`src/rtl/wmor_pkg.sv`:
```
// Package for the windowed mean with outlier rejection block.
// Holds the window depth, derived widths, beat types and register indexes.
// Has no dependencies; every rtl file refers to it by scoped names.
package wmor_pkg;

  localparam int WIN_DEPTH  = 16;
  localparam int IDX_W      = $clog2(WIN_DEPTH);
  localparam int CNT_W      = $clog2(WIN_DEPTH + 1);
  localparam int SUM_W      = 16 + $clog2(WIN_DEPTH);
  localparam int DIV_STEP_W = $clog2(SUM_W);

  localparam logic [DIV_STEP_W-1:0] DIV_LAST = DIV_STEP_W'(SUM_W - 1);

  localparam int CFG_IDX_W  = 1;
  localparam int CFG_DATA_W = 32;

  localparam logic [CFG_IDX_W-1:0] CFG_WINDOW_SIZE  = 1'b0;
  localparam logic [CFG_IDX_W-1:0] CFG_THRESHOLD_SQ = 1'b1;

  typedef struct packed {
    logic signed [15:0] point_x;
    logic signed [15:0] point_y;
    logic signed [15:0] point_z;
  } in_beat_t;

  typedef struct packed {
    logic signed [15:0] mean_x;
    logic signed [15:0] mean_y;
    logic signed [15:0] mean_z;
    logic [4:0]         inlier_count;
    logic               valid_res;
  } out_beat_t;

  typedef logic [2:0][SUM_W-1:0] sum3_t;
  typedef logic [2:0][15:0]      coord3_t;

endpackage

```
`src/rtl/wmor_window.sv`:
```
// Point window store: a shift line of the most recent points, entry 0 newest.
// Every entry resets to zero; one entry is read at a time by index.
// Depends on wmor_pkg.
module wmor_window (
  input  logic                       clk,
  input  logic                       rst_n,
  input  logic                       shift_en,
  input  wmor_pkg::in_beat_t         shift_pt,
  input  logic [wmor_pkg::IDX_W-1:0] rd_idx,
  output wmor_pkg::in_beat_t         rd_pt
);

  wmor_pkg::in_beat_t win_r [wmor_pkg::WIN_DEPTH];

  always_ff @(posedge clk) begin
    if (!rst_n) begin
      for (int i = 0; i < wmor_pkg::WIN_DEPTH; i++) begin
        win_r[i] <= '0;
      end
    end else if (shift_en) begin
      for (int i = wmor_pkg::WIN_DEPTH - 1; i > 0; i--) begin
        win_r[i] <= win_r[i-1];
      end
      win_r[0] <= shift_pt;
    end
  end

  assign rd_pt = win_r[rd_idx];

endmodule

```
`src/rtl/wmor_div.sv`:
```
// Three-lane restoring divider: signed sums over a small unsigned divisor.
// One quotient bit per lane per cycle, truncating toward zero.
// Depends on wmor_pkg.
module wmor_div (
  input  logic                       clk,
  input  logic                       rst_n,
  input  logic                       start,
  input  logic [wmor_pkg::CNT_W-1:0] divisor,
  input  wmor_pkg::sum3_t            dividend,
  output logic                       done,
  output wmor_pkg::coord3_t          quot
);

  logic                                busy_r, busy_nxt;
  logic                                done_r, done_nxt;
  logic [wmor_pkg::DIV_STEP_W-1:0]     step_r, step_nxt;
  logic [wmor_pkg::CNT_W-1:0]          div_r, div_nxt;
  logic [2:0][wmor_pkg::SUM_W-1:0]     a_r, a_nxt;
  logic [2:0][wmor_pkg::CNT_W-1:0]     rem_r, rem_nxt;
  logic [2:0]                          neg_r, neg_nxt;
  logic [2:0][wmor_pkg::CNT_W:0]       trial;
  logic [2:0][wmor_pkg::CNT_W:0]       diff;
  logic [2:0][wmor_pkg::SUM_W-1:0]     q_full;

  always_comb begin
    busy_nxt = busy_r;
    done_nxt = 1'b0;
    step_nxt = step_r;
    div_nxt  = div_r;
    a_nxt    = a_r;
    rem_nxt  = rem_r;
    neg_nxt  = neg_r;
    for (int l = 0; l < 3; l++) begin
      trial[l] = {rem_r[l], a_r[l][wmor_pkg::SUM_W-1]};
      diff[l]  = trial[l] - {1'b0, div_r};
    end
    if (start) begin
      busy_nxt = 1'b1;
      step_nxt = '0;
      div_nxt  = divisor;
      for (int l = 0; l < 3; l++) begin
        neg_nxt[l] = dividend[l][wmor_pkg::SUM_W-1];
        a_nxt[l]   = neg_nxt[l] ? ('0 - dividend[l]) : dividend[l];
        rem_nxt[l] = '0;
      end
    end else if (busy_r) begin
      for (int l = 0; l < 3; l++) begin
        if (trial[l] >= {1'b0, div_r}) begin
          rem_nxt[l] = diff[l][wmor_pkg::CNT_W-1:0];
          a_nxt[l]   = {a_r[l][wmor_pkg::SUM_W-2:0], 1'b1};
        end else begin
          rem_nxt[l] = trial[l][wmor_pkg::CNT_W-1:0];
          a_nxt[l]   = {a_r[l][wmor_pkg::SUM_W-2:0], 1'b0};
        end
      end
      step_nxt = step_r + {{(wmor_pkg::DIV_STEP_W-1){1'b0}}, 1'b1};
      if (step_r == wmor_pkg::DIV_LAST) begin
        busy_nxt = 1'b0;
        done_nxt = 1'b1;
      end
    end
  end

  always_ff @(posedge clk) begin
    if (!rst_n) begin
      busy_r <= 1'b0;
      done_r <= 1'b0;
      step_r <= '0;
    end else begin
      busy_r <= busy_nxt;
      done_r <= done_nxt;
      step_r <= step_nxt;
    end
    div_r <= div_nxt;
    a_r   <= a_nxt;
    rem_r <= rem_nxt;
    neg_r <= neg_nxt;
  end

  always_comb begin
    for (int l = 0; l < 3; l++) begin
      q_full[l] = neg_r[l] ? ('0 - a_r[l]) : a_r[l];
      quot[l]   = q_full[l][15:0];
    end
  end

  assign done = done_r;

  a_start_nonzero: assert property (@(posedge clk) disable iff (!rst_n)
    start |-> divisor != '0)
    else $error("divider started with a zero divisor");

  a_start_idle: assert property (@(posedge clk) disable iff (!rst_n)
    start |-> !busy_r)
    else $error("divider restarted while busy");

  a_done_after_busy: assert property (@(posedge clk) disable iff (!rst_n)
    done_r |-> $past(busy_r) && !busy_r)
    else $error("divider finished without a run");

endmodule

```
`src/rtl/window_mean_outlier_reject_3d_top.sv`:
```
// Windowed 3D point mean with outlier rejection.
// Input beats carry one Q3.12 point; each gives one output beat with the mean of
// the window points whose squared distance to the window mean is below the threshold, and their count.
// The config port (cfg_valid/cfg_ready, cfg_index, cfg_data) writes window_size
// (index 0) and outlier_threshold_sq (index 1); cfg_ready is always high. The user must
// make writes only while the block is idle; the block itself does not enforce this.
// An item runs in steps: one pass over the effective window of n points sums it, a divide
// gives the mean, a second pass runs each point's squared distance through one shared
// 17x17 multiplier in x, y, z and compare phases, and a second divide gives the inlier
// mean. When no point is an inlier the second divide is skipped.
// in_stall is high from acceptance until the result is loaded into the output register.
// The output register holds a result while out_stall is high, and a new point is taken
// meanwhile; a finished result then waits for the register to empty.
// Synchronous reset clears the window to zeros, restores window_size = 16 and
// outlier_threshold_sq = 2^24, and empties the output register.
// Depends on wmor_pkg, wmor_window and wmor_div.
module window_mean_outlier_reject_3d_top (
  input  logic                                clk,
  input  logic                                rst_n,
  input  logic                                in_valid,
  output logic                                in_stall,
  input  wmor_pkg::in_beat_t                  in_data,
  output logic                                out_valid,
  input  logic                                out_stall,
  output wmor_pkg::out_beat_t                 out_data,
  input  logic                                cfg_valid,
  output logic                                cfg_ready,
  input  logic [wmor_pkg::CFG_IDX_W-1:0]      cfg_index,
  input  logic [wmor_pkg::CFG_DATA_W-1:0]     cfg_data
);

  typedef enum logic [5:0] {
    ST_IDLE = 6'b000001,
    ST_SUM  = 6'b000010,
    ST_MDIV = 6'b000100,
    ST_DIST = 6'b001000,
    ST_IDIV = 6'b010000,
    ST_OUT  = 6'b100000
  } state_t;

  typedef enum logic [1:0] {
    PH_X   = 2'd0,
    PH_Y   = 2'd1,
    PH_Z   = 2'd2,
    PH_CMP = 2'd3
  } phase_t;

  state_t                          state_r, state_nxt;
  phase_t                          ph_r, ph_nxt;
  logic [4:0]                      window_size_r;
  logic [31:0]                     thr_r;
  logic [wmor_pkg::IDX_W-1:0]      idx_r, idx_nxt;
  logic [wmor_pkg::CNT_W-1:0]      cnt_r, cnt_nxt;
  wmor_pkg::sum3_t                 s_r, s_nxt;
  wmor_pkg::sum3_t                 i_r, i_nxt;
  wmor_pkg::coord3_t               mean_r, mean_nxt;
  logic [31:0]                     sq_r, sq_nxt;
  logic [32:0]                     acc_r, acc_nxt;
  logic                            div_start_r, div_start_nxt;
  logic                            out_valid_r, out_valid_nxt;
  wmor_pkg::out_beat_t             out_data_r, out_data_nxt;

  logic                            in_acc;
  wmor_pkg::in_beat_t              rd_pt;
  wmor_pkg::coord3_t               rd_c;
  logic [31:0]                     ws_ext, n32, idx_ext, cnt_ext32;
  logic [wmor_pkg::CNT_W-1:0]      n_cur;
  logic                            last_ent;
  logic signed [15:0]              c_pt, c_mean;
  logic signed [16:0]              diff;
  logic signed [33:0]              prod;
  logic [33:0]                     dist_sq;
  logic                            inlier;
  logic [wmor_pkg::CNT_W-1:0]      div_divisor;
  wmor_pkg::sum3_t                 div_dividend;
  logic                            div_done;
  wmor_pkg::coord3_t               quot;
  logic [wmor_pkg::CNT_W+4:0]      cnt_wide;

  wmor_window u_window (
    .clk      (clk),
    .rst_n    (rst_n),
    .shift_en (in_acc),
    .shift_pt (in_data),
    .rd_idx   (idx_r),
    .rd_pt    (rd_pt)
  );

  wmor_div u_div (
    .clk      (clk),
    .rst_n    (rst_n),
    .start    (div_start_r),
    .divisor  (div_divisor),
    .dividend (div_dividend),
    .done     (div_done),
    .quot     (quot)
  );

  assign in_stall  = (state_r != ST_IDLE);
  assign in_acc    = in_valid && !in_stall;
  assign cfg_ready = 1'b1;
  assign out_valid = out_valid_r;
  assign out_data  = out_data_r;

  assign ws_ext   = {27'b0, window_size_r};
  assign n32      = (ws_ext == 32'd0) ? 32'd1 :
                    (ws_ext > 32'(wmor_pkg::WIN_DEPTH)) ? 32'(wmor_pkg::WIN_DEPTH) : ws_ext;
  assign n_cur    = n32[wmor_pkg::CNT_W-1:0];
  assign idx_ext  = {{(32-wmor_pkg::IDX_W){1'b0}}, idx_r};
  assign cnt_ext32 = {{(32-wmor_pkg::CNT_W){1'b0}}, cnt_r};
  assign last_ent = (idx_ext + 32'd1 == n32);
  assign cnt_wide = {5'b0, cnt_r};

  assign rd_c[0] = rd_pt.point_x;
  assign rd_c[1] = rd_pt.point_y;
  assign rd_c[2] = rd_pt.point_z;

  always_comb begin
    unique case (ph_r)
      PH_X: begin
        c_pt   = rd_c[0];
        c_mean = mean_r[0];
      end
      PH_Y: begin
        c_pt   = rd_c[1];
        c_mean = mean_r[1];
      end
      PH_Z, PH_CMP: begin
        c_pt   = rd_c[2];
        c_mean = mean_r[2];
      end
      default: begin
        c_pt   = rd_c[2];
        c_mean = mean_r[2];
      end
    endcase
  end

  assign diff    = {c_pt[15], c_pt} - {c_mean[15], c_mean};
  assign prod    = diff * diff;
  assign dist_sq = {1'b0, acc_r} + {2'b0, sq_r};
  assign inlier  = (dist_sq < {2'b0, thr_r});

  assign div_divisor  = (state_r == ST_MDIV) ? n_cur : cnt_r;
  assign div_dividend = (state_r == ST_MDIV) ? s_r : i_r;

  always_comb begin
    state_nxt     = state_r;
    ph_nxt        = ph_r;
    idx_nxt       = idx_r;
    cnt_nxt       = cnt_r;
    s_nxt         = s_r;
    i_nxt         = i_r;
    mean_nxt      = mean_r;
    sq_nxt        = sq_r;
    acc_nxt       = acc_r;
    div_start_nxt = 1'b0;
    out_valid_nxt = out_valid_r && out_stall;
    out_data_nxt  = out_data_r;

    unique case (state_r)
      ST_IDLE: begin
        if (in_acc) begin
          state_nxt = ST_SUM;
          idx_nxt   = '0;
          s_nxt     = '0;
        end
      end
      ST_SUM: begin
        for (int c = 0; c < 3; c++) begin
          s_nxt[c] = s_r[c] + {{(wmor_pkg::SUM_W-16){rd_c[c][15]}}, rd_c[c]};
        end
        idx_nxt = idx_r + {{(wmor_pkg::IDX_W-1){1'b0}}, 1'b1};
        if (last_ent) begin
          state_nxt     = ST_MDIV;
          div_start_nxt = 1'b1;
        end
      end
      ST_MDIV: begin
        if (div_done) begin
          mean_nxt  = quot;
          state_nxt = ST_DIST;
          ph_nxt    = PH_X;
          idx_nxt   = '0;
          cnt_nxt   = '0;
          i_nxt     = '0;
        end
      end
      ST_DIST: begin
        unique case (ph_r)
          PH_X: begin
            sq_nxt = prod[31:0];
            ph_nxt = PH_Y;
          end
          PH_Y: begin
            acc_nxt = {1'b0, sq_r};
            sq_nxt  = prod[31:0];
            ph_nxt  = PH_Z;
          end
          PH_Z: begin
            acc_nxt = acc_r + {1'b0, sq_r};
            sq_nxt  = prod[31:0];
            ph_nxt  = PH_CMP;
          end
          PH_CMP: begin
            if (inlier) begin
              for (int c = 0; c < 3; c++) begin
                i_nxt[c] = i_r[c] + {{(wmor_pkg::SUM_W-16){rd_c[c][15]}}, rd_c[c]};
              end
              cnt_nxt = cnt_r + {{(wmor_pkg::CNT_W-1){1'b0}}, 1'b1};
            end
            ph_nxt  = PH_X;
            idx_nxt = idx_r + {{(wmor_pkg::IDX_W-1){1'b0}}, 1'b1};
            if (last_ent) begin
              if (cnt_nxt == '0) begin
                state_nxt = ST_OUT;
              end else begin
                state_nxt     = ST_IDIV;
                div_start_nxt = 1'b1;
              end
            end
          end
          default: begin
            ph_nxt = PH_X;
          end
        endcase
      end
      ST_IDIV: begin
        if (div_done) begin
          state_nxt = ST_OUT;
        end
      end
      ST_OUT: begin
        if (!out_valid_r || !out_stall) begin
          out_valid_nxt             = 1'b1;
          out_data_nxt.inlier_count = cnt_wide[4:0];
          out_data_nxt.valid_res    = (cnt_r != '0);
          if (cnt_r == '0) begin
            out_data_nxt.mean_x = '0;
            out_data_nxt.mean_y = '0;
            out_data_nxt.mean_z = '0;
          end else begin
            out_data_nxt.mean_x = quot[0];
            out_data_nxt.mean_y = quot[1];
            out_data_nxt.mean_z = quot[2];
          end
          state_nxt = ST_IDLE;
        end
      end
      default: begin
        state_nxt = ST_IDLE;
      end
    endcase
  end

  always_ff @(posedge clk) begin
    if (!rst_n) begin
      state_r       <= ST_IDLE;
      ph_r          <= PH_X;
      idx_r         <= '0;
      cnt_r         <= '0;
      div_start_r   <= 1'b0;
      out_valid_r   <= 1'b0;
      window_size_r <= 5'd16;
      thr_r         <= 32'd16777216;
    end else begin
      state_r     <= state_nxt;
      ph_r        <= ph_nxt;
      idx_r       <= idx_nxt;
      cnt_r       <= cnt_nxt;
      div_start_r <= div_start_nxt;
      out_valid_r <= out_valid_nxt;
      if (cfg_valid && cfg_ready) begin
        unique case (cfg_index)
          wmor_pkg::CFG_WINDOW_SIZE:  window_size_r <= cfg_data[4:0];
          wmor_pkg::CFG_THRESHOLD_SQ: thr_r         <= cfg_data;
          default: begin
          end
        endcase
      end
    end
    s_r        <= s_nxt;
    i_r        <= i_nxt;
    mean_r     <= mean_nxt;
    sq_r       <= sq_nxt;
    acc_r      <= acc_nxt;
    out_data_r <= out_data_nxt;
  end

  a_load_from_out: assert property (@(posedge clk) disable iff (!rst_n)
    $rose(out_valid_r) |-> $past(state_r) == ST_OUT)
    else $error("output register loaded outside the output step");

  a_no_inlier_zero: assert property (@(posedge clk) disable iff (!rst_n)
    out_valid_r && !out_data_r.valid_res |->
      out_data_r.mean_x == '0 && out_data_r.mean_y == '0 &&
      out_data_r.mean_z == '0 && out_data_r.inlier_count == '0)
    else $error("result without inliers carries a nonzero mean or count");

  a_cnt_bounded: assert property (@(posedge clk) disable iff (!rst_n)
    state_r == ST_DIST |-> cnt_ext32 <= idx_ext)
    else $error("inlier count exceeds points examined");

  a_accept_starts: assert property (@(posedge clk) disable iff (!rst_n)
    in_valid && !in_stall |=> state_r == ST_SUM && idx_r == '0)
    else $error("accepted point did not start the summing pass");

endmodule
```
`config.mk`:
```
export PLATFORM = sky130hd
export DESIGN_NAME = window_mean_outlier_reject_3d_top
export DESIGN_NICKNAME = d
export VERILOG_FILES = /design/src/rtl/wmor_pkg.sv /design/src/rtl/wmor_window.sv /design/src/rtl/wmor_div.sv /design/src/rtl/window_mean_outlier_reject_3d_top.sv
export SDC_FILE = /design/constraint.sdc
export NUM_CORES = 2
export LEC_CHECK = 0
export BUFFER_PORTS_ARGS = -buffer_cell sky130_fd_sc_hd__buf_2
export CELL_PAD_IN_SITES_DETAIL_PLACEMENT = 0
export CELL_PAD_IN_SITES_GLOBAL_PLACEMENT = 2
export CORE_ASPECT_RATIO = 0.75
export CORE_MARGIN = 2
export CORE_UTILIZATION = 35
export DETAILED_ROUTE_END_ITERATION = 7
export GPL_TIMING_DRIVEN = 0
export PLACE_DENSITY_LB_ADDON = 0.25
export SYNTH_ARGS = -nofsm -noshare
export SYNTH_HDL_FRONTEND = slang
export SYNTH_SLANG_ARGS = --single-unit
```
`constraint.sdc`:
```
create_clock -name clk -period 30 [get_ports clk]
set_clock_uncertainty 0.2 [all_clocks]
set_input_delay 6 -clock clk [delete_from_list [all_inputs] [get_ports clk]]
set_output_delay 6 -clock clk [all_outputs]
set_load 0.01 [all_outputs]
```
== Word-level counts from Yosys, hierarchy flattened ==
Memory sizes are Yosys's and may differ from the RTL's. A register that Yosys moved wholly into a read port is not among the register bits.
Index checks and enable logic that the tools add are counted.

* Bitwise operators: 19
* $add $sub $neg: 22
* Mux-type cells: 82
* $mul: 1
* Reduce and logical (&&, ||, !) cells: 32
* Order comparisons: 5
* Equality and inequality tests: 20

{| class="wikitable"
|+ Operator list
! cell !! count
|-
| 2-to-1 mux 48 bit || 16
|-
| 2-to-1 mux 60 bit || 7
|-
| one-hot mux 60 bit (2 select lines) || 2
|-
| adder 20 bit || 6
|-
| one-hot mux 16 bit (3 select lines) || 2
|-
| one-hot mux 33 bit (2 select lines) || 1
|-
| 2-to-1 mux 20 bit || 3
|-
| subtractor 1 x 20 -> 20 bit, first input constant || 3
|-
| 2-to-1 mux 5 bit || 11
|-
| 2-to-1 mux 16 bit || 3
|-
| 2-to-1 mux 6 bit || 8
|-
| subtractor 1 x 16 -> 16 bit, first input constant || 3
|-
| one-hot mux 6 bit (6 select lines) || 1
|-
| adder 33 x 32 -> 34 bit || 1
|-
| < comparator 34 x 32 -> 1 bit || 1
|-
| adder 33 x 32 -> 33 bit || 1
|-
| zero test 32 bit || 1
|-
| multiplier 17 x 17 -> 32 bit || 1
|-
| 2-to-1 mux 4 bit || 5
|-
| >= comparator 6 x 5 -> 1 bit || 3
|-
| 2-to-1 mux 1 bit || 17
|-
| subtractor 16 x 16 -> 17 bit || 1
|-
| bitwise OR 1 bit || 16
|-
| one-hot mux 4 bit (4 select lines) || 1
|-
| other kinds (38) || 67
|}

* Register bits: 433
* Word-level logic and storage cells: 217
* RAM bits: 768
* Memories: 1
* Output and inout port bits: 57

{| class="wikitable"
|+ Memory list
! memory !! words !! bits a word !! rd ports !! clocked after memory_dff !! write ports !! RTL line !! source
|-
| u_window.win_r || 16 || 48 || 16 || 1 || 16 || wmor_window.sv:13 || <nowiki>wmor_pkg::in_beat_t win_r [wmor_pkg::WIN_DEPTH];</nowiki>
|}

== Longest topological paths before layout ==
* Depth after elaboration: 10
* Depth in mapped cells: 48

== Hierarchy ==
A second synthesis with hierarchy kept.

* Cell total of the unflattened synthesis: 6051
* Area total of the unflattened synthesis: 71387.2 um^2

{| class="wikitable"
|+ Modules (own cells, without submodules)
! module !! cells an instance !! seq. area each (um^2) !! instances !! area each (um^2)
|-
| wmor_window || 2110 || 23062.1 || 1 || 34096.5
|-
| window_mean_outlier_reject_3d_top || 3217 || 9709.3 || 1 || 30715.7
|-
| wmor_div || 724 || 2482.4 || 1 || 6575.1
|}

== Worst setup path before layout ==
OpenSTA, ideal clock, no wires.

* Path kind: input-to-reg
* Start point: input port rst_n
* End point: memory u_window.win_r[0][0] (netlist bit), enable pin
* Data required time: 24.390 ns
* Arrival: 18.656 ns
* Path slack: 5.734 ns
* Library setup time: 5.410 ns
* Stages on the path: 2
* Path buffers: 1
* Path through: clkbuf_1 -> nand2_1

{| class="wikitable"
|+ RTL lines
! element !! RTL line !! source
|-
| start: declaration || window_mean_outlier_reject_3d_top.sv:19 || <nowiki>input logic rst_n,</nowiki>
|-
| end: declaration || wmor_window.sv:13 ||
|}

==> results.yml <==
outcome:
  run_status: "finished, violations left"
  violated_checks: "capacitance limit, slew limit"
synth:
  synth_cell_type_count: 82
  fraction_of_synthesized_cell_area_in_xor_and_xnor_cells_pct: 3.529
  number_of_flops_mapped_to_enable_cells_by_yosys: 1122
  ys_ff_latch: 1204
  synth_warnings: 0
  synth_ff_type: "edfxtp_1"
  synthCells: 5664
  dominant_combinational_cell_family_by_area_after_synthesis: "simple AND/OR/NAND/NOR gates"
  synth_async_sr_flop_share_pct: 0
  synthAdderAreaFrac_pct: 12.92
  synthesized_area_per_cell_um2: 12.48
  synth-seq-area-share_pct: 49.98
  mappedNetlistNets: 6319
  synth.cell_area_um2: 70700
  synth_compound_area_share_pct: 6.139
  multiplexer_fraction_of_the_synthesized_cell_area_pct: 9.813
  yosys.area_share.simple_pct: 13.93
final_layout:
  multi_input_logic_area_um2: 32810
  synthToLayoutAreaGrowth_pct: 12.79
  final_util_pct: 39.82
  ff_latch_area_um2: 35330
  final_layout_size_suffix_gt1_share_pct: 11.86
  layout.nets: 6626
  fillers: 19063
grt:
  grt_first_pass_wirelength_um: 313400
  grt_antenna_before_repair: 22
  grt_total_usage_pct: 20.74
  global_route.overflow_total: 0
  grt_max_degree: 73
  grt_pass1_vias: 45409
cts:
  cts-resized-gates: 0
  clk_pin_slew_ps: 60
  cts-root-to-sink-buffers: 4
  post_cts.repair.setup_buffers: 0
  cts-buffers-inserted: 145
  tritoncts_clock_tree: "built"
  cts.hold.buffers_added: 0
  clock_tree.htree_level_count: 4
  clock_network_latency_to_the_later_pin_of_the_worst_skew_pair_ps: 810
  clkSinkCount: 1204
  clk_root_buffer_cell: "clkbuf_16"
sta:
  maxClockFrequency_mhz: 67.55
  layout_worst_path_cycle_share_pct: 49.35
  period_minus_slack_ps: 14800
  tightestPinTransition_ps: 1518
  rsz_0062_raised_after_global_routing: "false"
  finalMaxSlewViolations: 10
  final.setup.tns_ps: 0
  worst_slew_margin_rel_pct: -1.923
  hold_viol_final: 0
  setup_viol_count_final: 0
critical_path:
  endpoint_class_of_the_critical_path: "flip-flop"
  cpPeakStageDelay_ps: 1000
  timing.critical_path.required_ps: 30310
  crit_path_frequent_cell: "inv_1"
  worst-path-max-fanout: 10
  crit_slowest_cell: "xor2_1"
  cp-start-kind: "flip-flop"
  crit_arrival_ps: 15120
  worst-r2r-setup-slack_ps: 15200
  critPathKind: "reg -> reg"
route:
  wl_um: 212800
  routedWlPerCell_um: 24.34
  antenna_left: 0
  detailedRoute.firstIterationViolations: 4510
  route.detailed.drc: 0
  via_count: 45887
  routed_via_density: 5.250
  drt_first_pass_iters: 5
die:
  floorplan.core_area_um2: 200200
  initial_core_util_pct: 35.31
  placement_rows: 142
  floorplan.die.width_um: 523.0
  floorplan.die_area_um2: 205600
  number_of_top_level_design_ports: 143
  chipHeight_um: 393.2
min_path:
  min-delay-path-class: "reg -> reg"
place:
  dpl.hpwl_um: 158800
  placer_congestion_estimate: 0.8643
  io_buffers: 140
flow_run:
  max-cap-violations: 1
critical path, delay by kind of cell, from the launching register on:
family,cells,cell delay [ps]
buffers and inverters,12,2920
AND/OR/NAND/NOR,2,420
XOR/XNOR,3,1420
adder cells (fa/ha/maj),9,4180
AO/OA/AOI/OAI,15,3480
multiplexers,2,1270
flip-flops,1,590
synthesized netlist by cell type (all sizes together), types with 108 or more instances:
| library cell | n | area (µm²) |
|---|---|---|
| fa | 268 | 5365 |
| ha | 301 | 3766 |
| mux4 | 240 | 5405 |
| inv | 423 | 1588 |
| and2 | 845 | 5286 |
| nand2 | 300 | 1134 |
| nor2 | 354 | 1329 |
| edfxtp | 1122 | 33690 |
| xor2 | 108 | 953.4 |
| clkbuf | 222 | 833.3 |
| o21ai | 139 | 699.4 |
| a21oi | 237 | 1186 |
| xnor2 | 176 | 1541 |
flip-flops by register name (all words and copies together), names as in the netlist, named ones only:
| register | flops |
|---|---|
| idx_r | 4 |
| u_div.a_r | 60 |
| mean_r | 48 |
| div_start_r | 1 |
| s_r | 60 |
| ph_r | 2 |
| u_div.done | 1 |
| i_r | 60 |
| state_r | 6 |
| u_div.neg_r | 3 |
| window_size_r | 5 |
| u_window.win_r | 768 |
| out_valid | 1 |
| out_data | 54 |
| thr_r | 32 |
| u_div.rem_r | 15 |
| u_div.div_r | 5 |
| u_div.busy_r | 1 |
| sq_r | 31 |
| cnt_r | 5 |
| acc_r | 33 |
| u_div.step_r | 5 |
placed cells by master (no fill, tap or decap), types with 34 or more instances in the layout:
cell type / instances
a211oi_1: 34
a21o_1: 76
a21oi_1: 236
a22oi_1: 34
and2_1: 844
buf_2: 154
clkbuf_1: 245
clkbuf_16: 147
dfxtp_1: 82
edfxtp_1: 1122
fa_1: 268
ha_1: 301
inv_1: 419
mux2_2: 64
mux2i_1: 80
mux4_2: 240
nand2_1: 294
nand2b_1: 34
nand3_1: 58
nor2_1: 353
nor2b_1: 36
nor3_1: 71
o21ai_0: 134
xnor2_1: 175
xor2_1: 107
stage by stage:
step / hold slack [ps] / worst slack [ps] / area [µm²] / instances
finish: 245.6 / 15200 / 79740 / 8741
floorplan: 206.4 / 5734 / 70700 / 5664
detailed placement: 213.6 / 15160 / 75300 / 8488
global placement: 216.7 / -3795 / 74730 / 8468
global route: 267.1 / 14480 / 79730 / 8735
CTS: 246.5 / 15130 / 79720 / 8735
path summary, 6_finish.rpt:
kind	startpoint	cells after the start	endpoint
setup / recovery	flip-flop	43	sq_r[31]$_DFFE_PP_
hold / removal	cnt_r[4]$_SDFFE_PN0P_	0	out_data[5]$_DFFE_PP_
setup reg to reg	flip-flop	43	sq_r[31]$_DFFE_PP_
hold reg to reg	cnt_r[4]$_SDFFE_PN0P_	0	out_data[5]$_DFFE_PP_
area by class of cell:
type	instances	share of cell area, %
diodes	6	0.01883
plain buffers	263	1.283
clock buffers	174	4.778
clock inverters	73	0.7594
inverters	425	2.001
multi-input cells	3772	41.15
flip-flops and latches	1204	44.31
well taps	2664	4.180
repair buffers	160	1.522
cell families after synthesis:
kind of cell / count (synthesis)
AND/OR/NAND/NOR: 1845
AO/OA/AOI/OAI: 688
buffers and inverters: 688
XOR/XNOR: 284
other: 1
adder cells (fa/ha/maj): 569
multiplexers: 385
flip-flops: 1204
routing by layer:
| layer | share of wire [%] | wire (µm) | track usage (%) | vias to the layer above |
|---|---|---|---|---|
| met5 | 0 | 0 | 0 | - |
| met4 | 1.5 | 3103 | 3.510 | 0 |
| met3 | 6.3 | 13480 | 3.485 | 199 |
| met2 | 41 | 86220 | 28.77 | 1313 |
| met1 | 52 | 110000 | 33.67 | 23604 |
| li1 | - | - | - | 20771 |
Power is not shown: default switching activity piles up to over one toggle a cycle in this logic, so the estimate is an artifact.
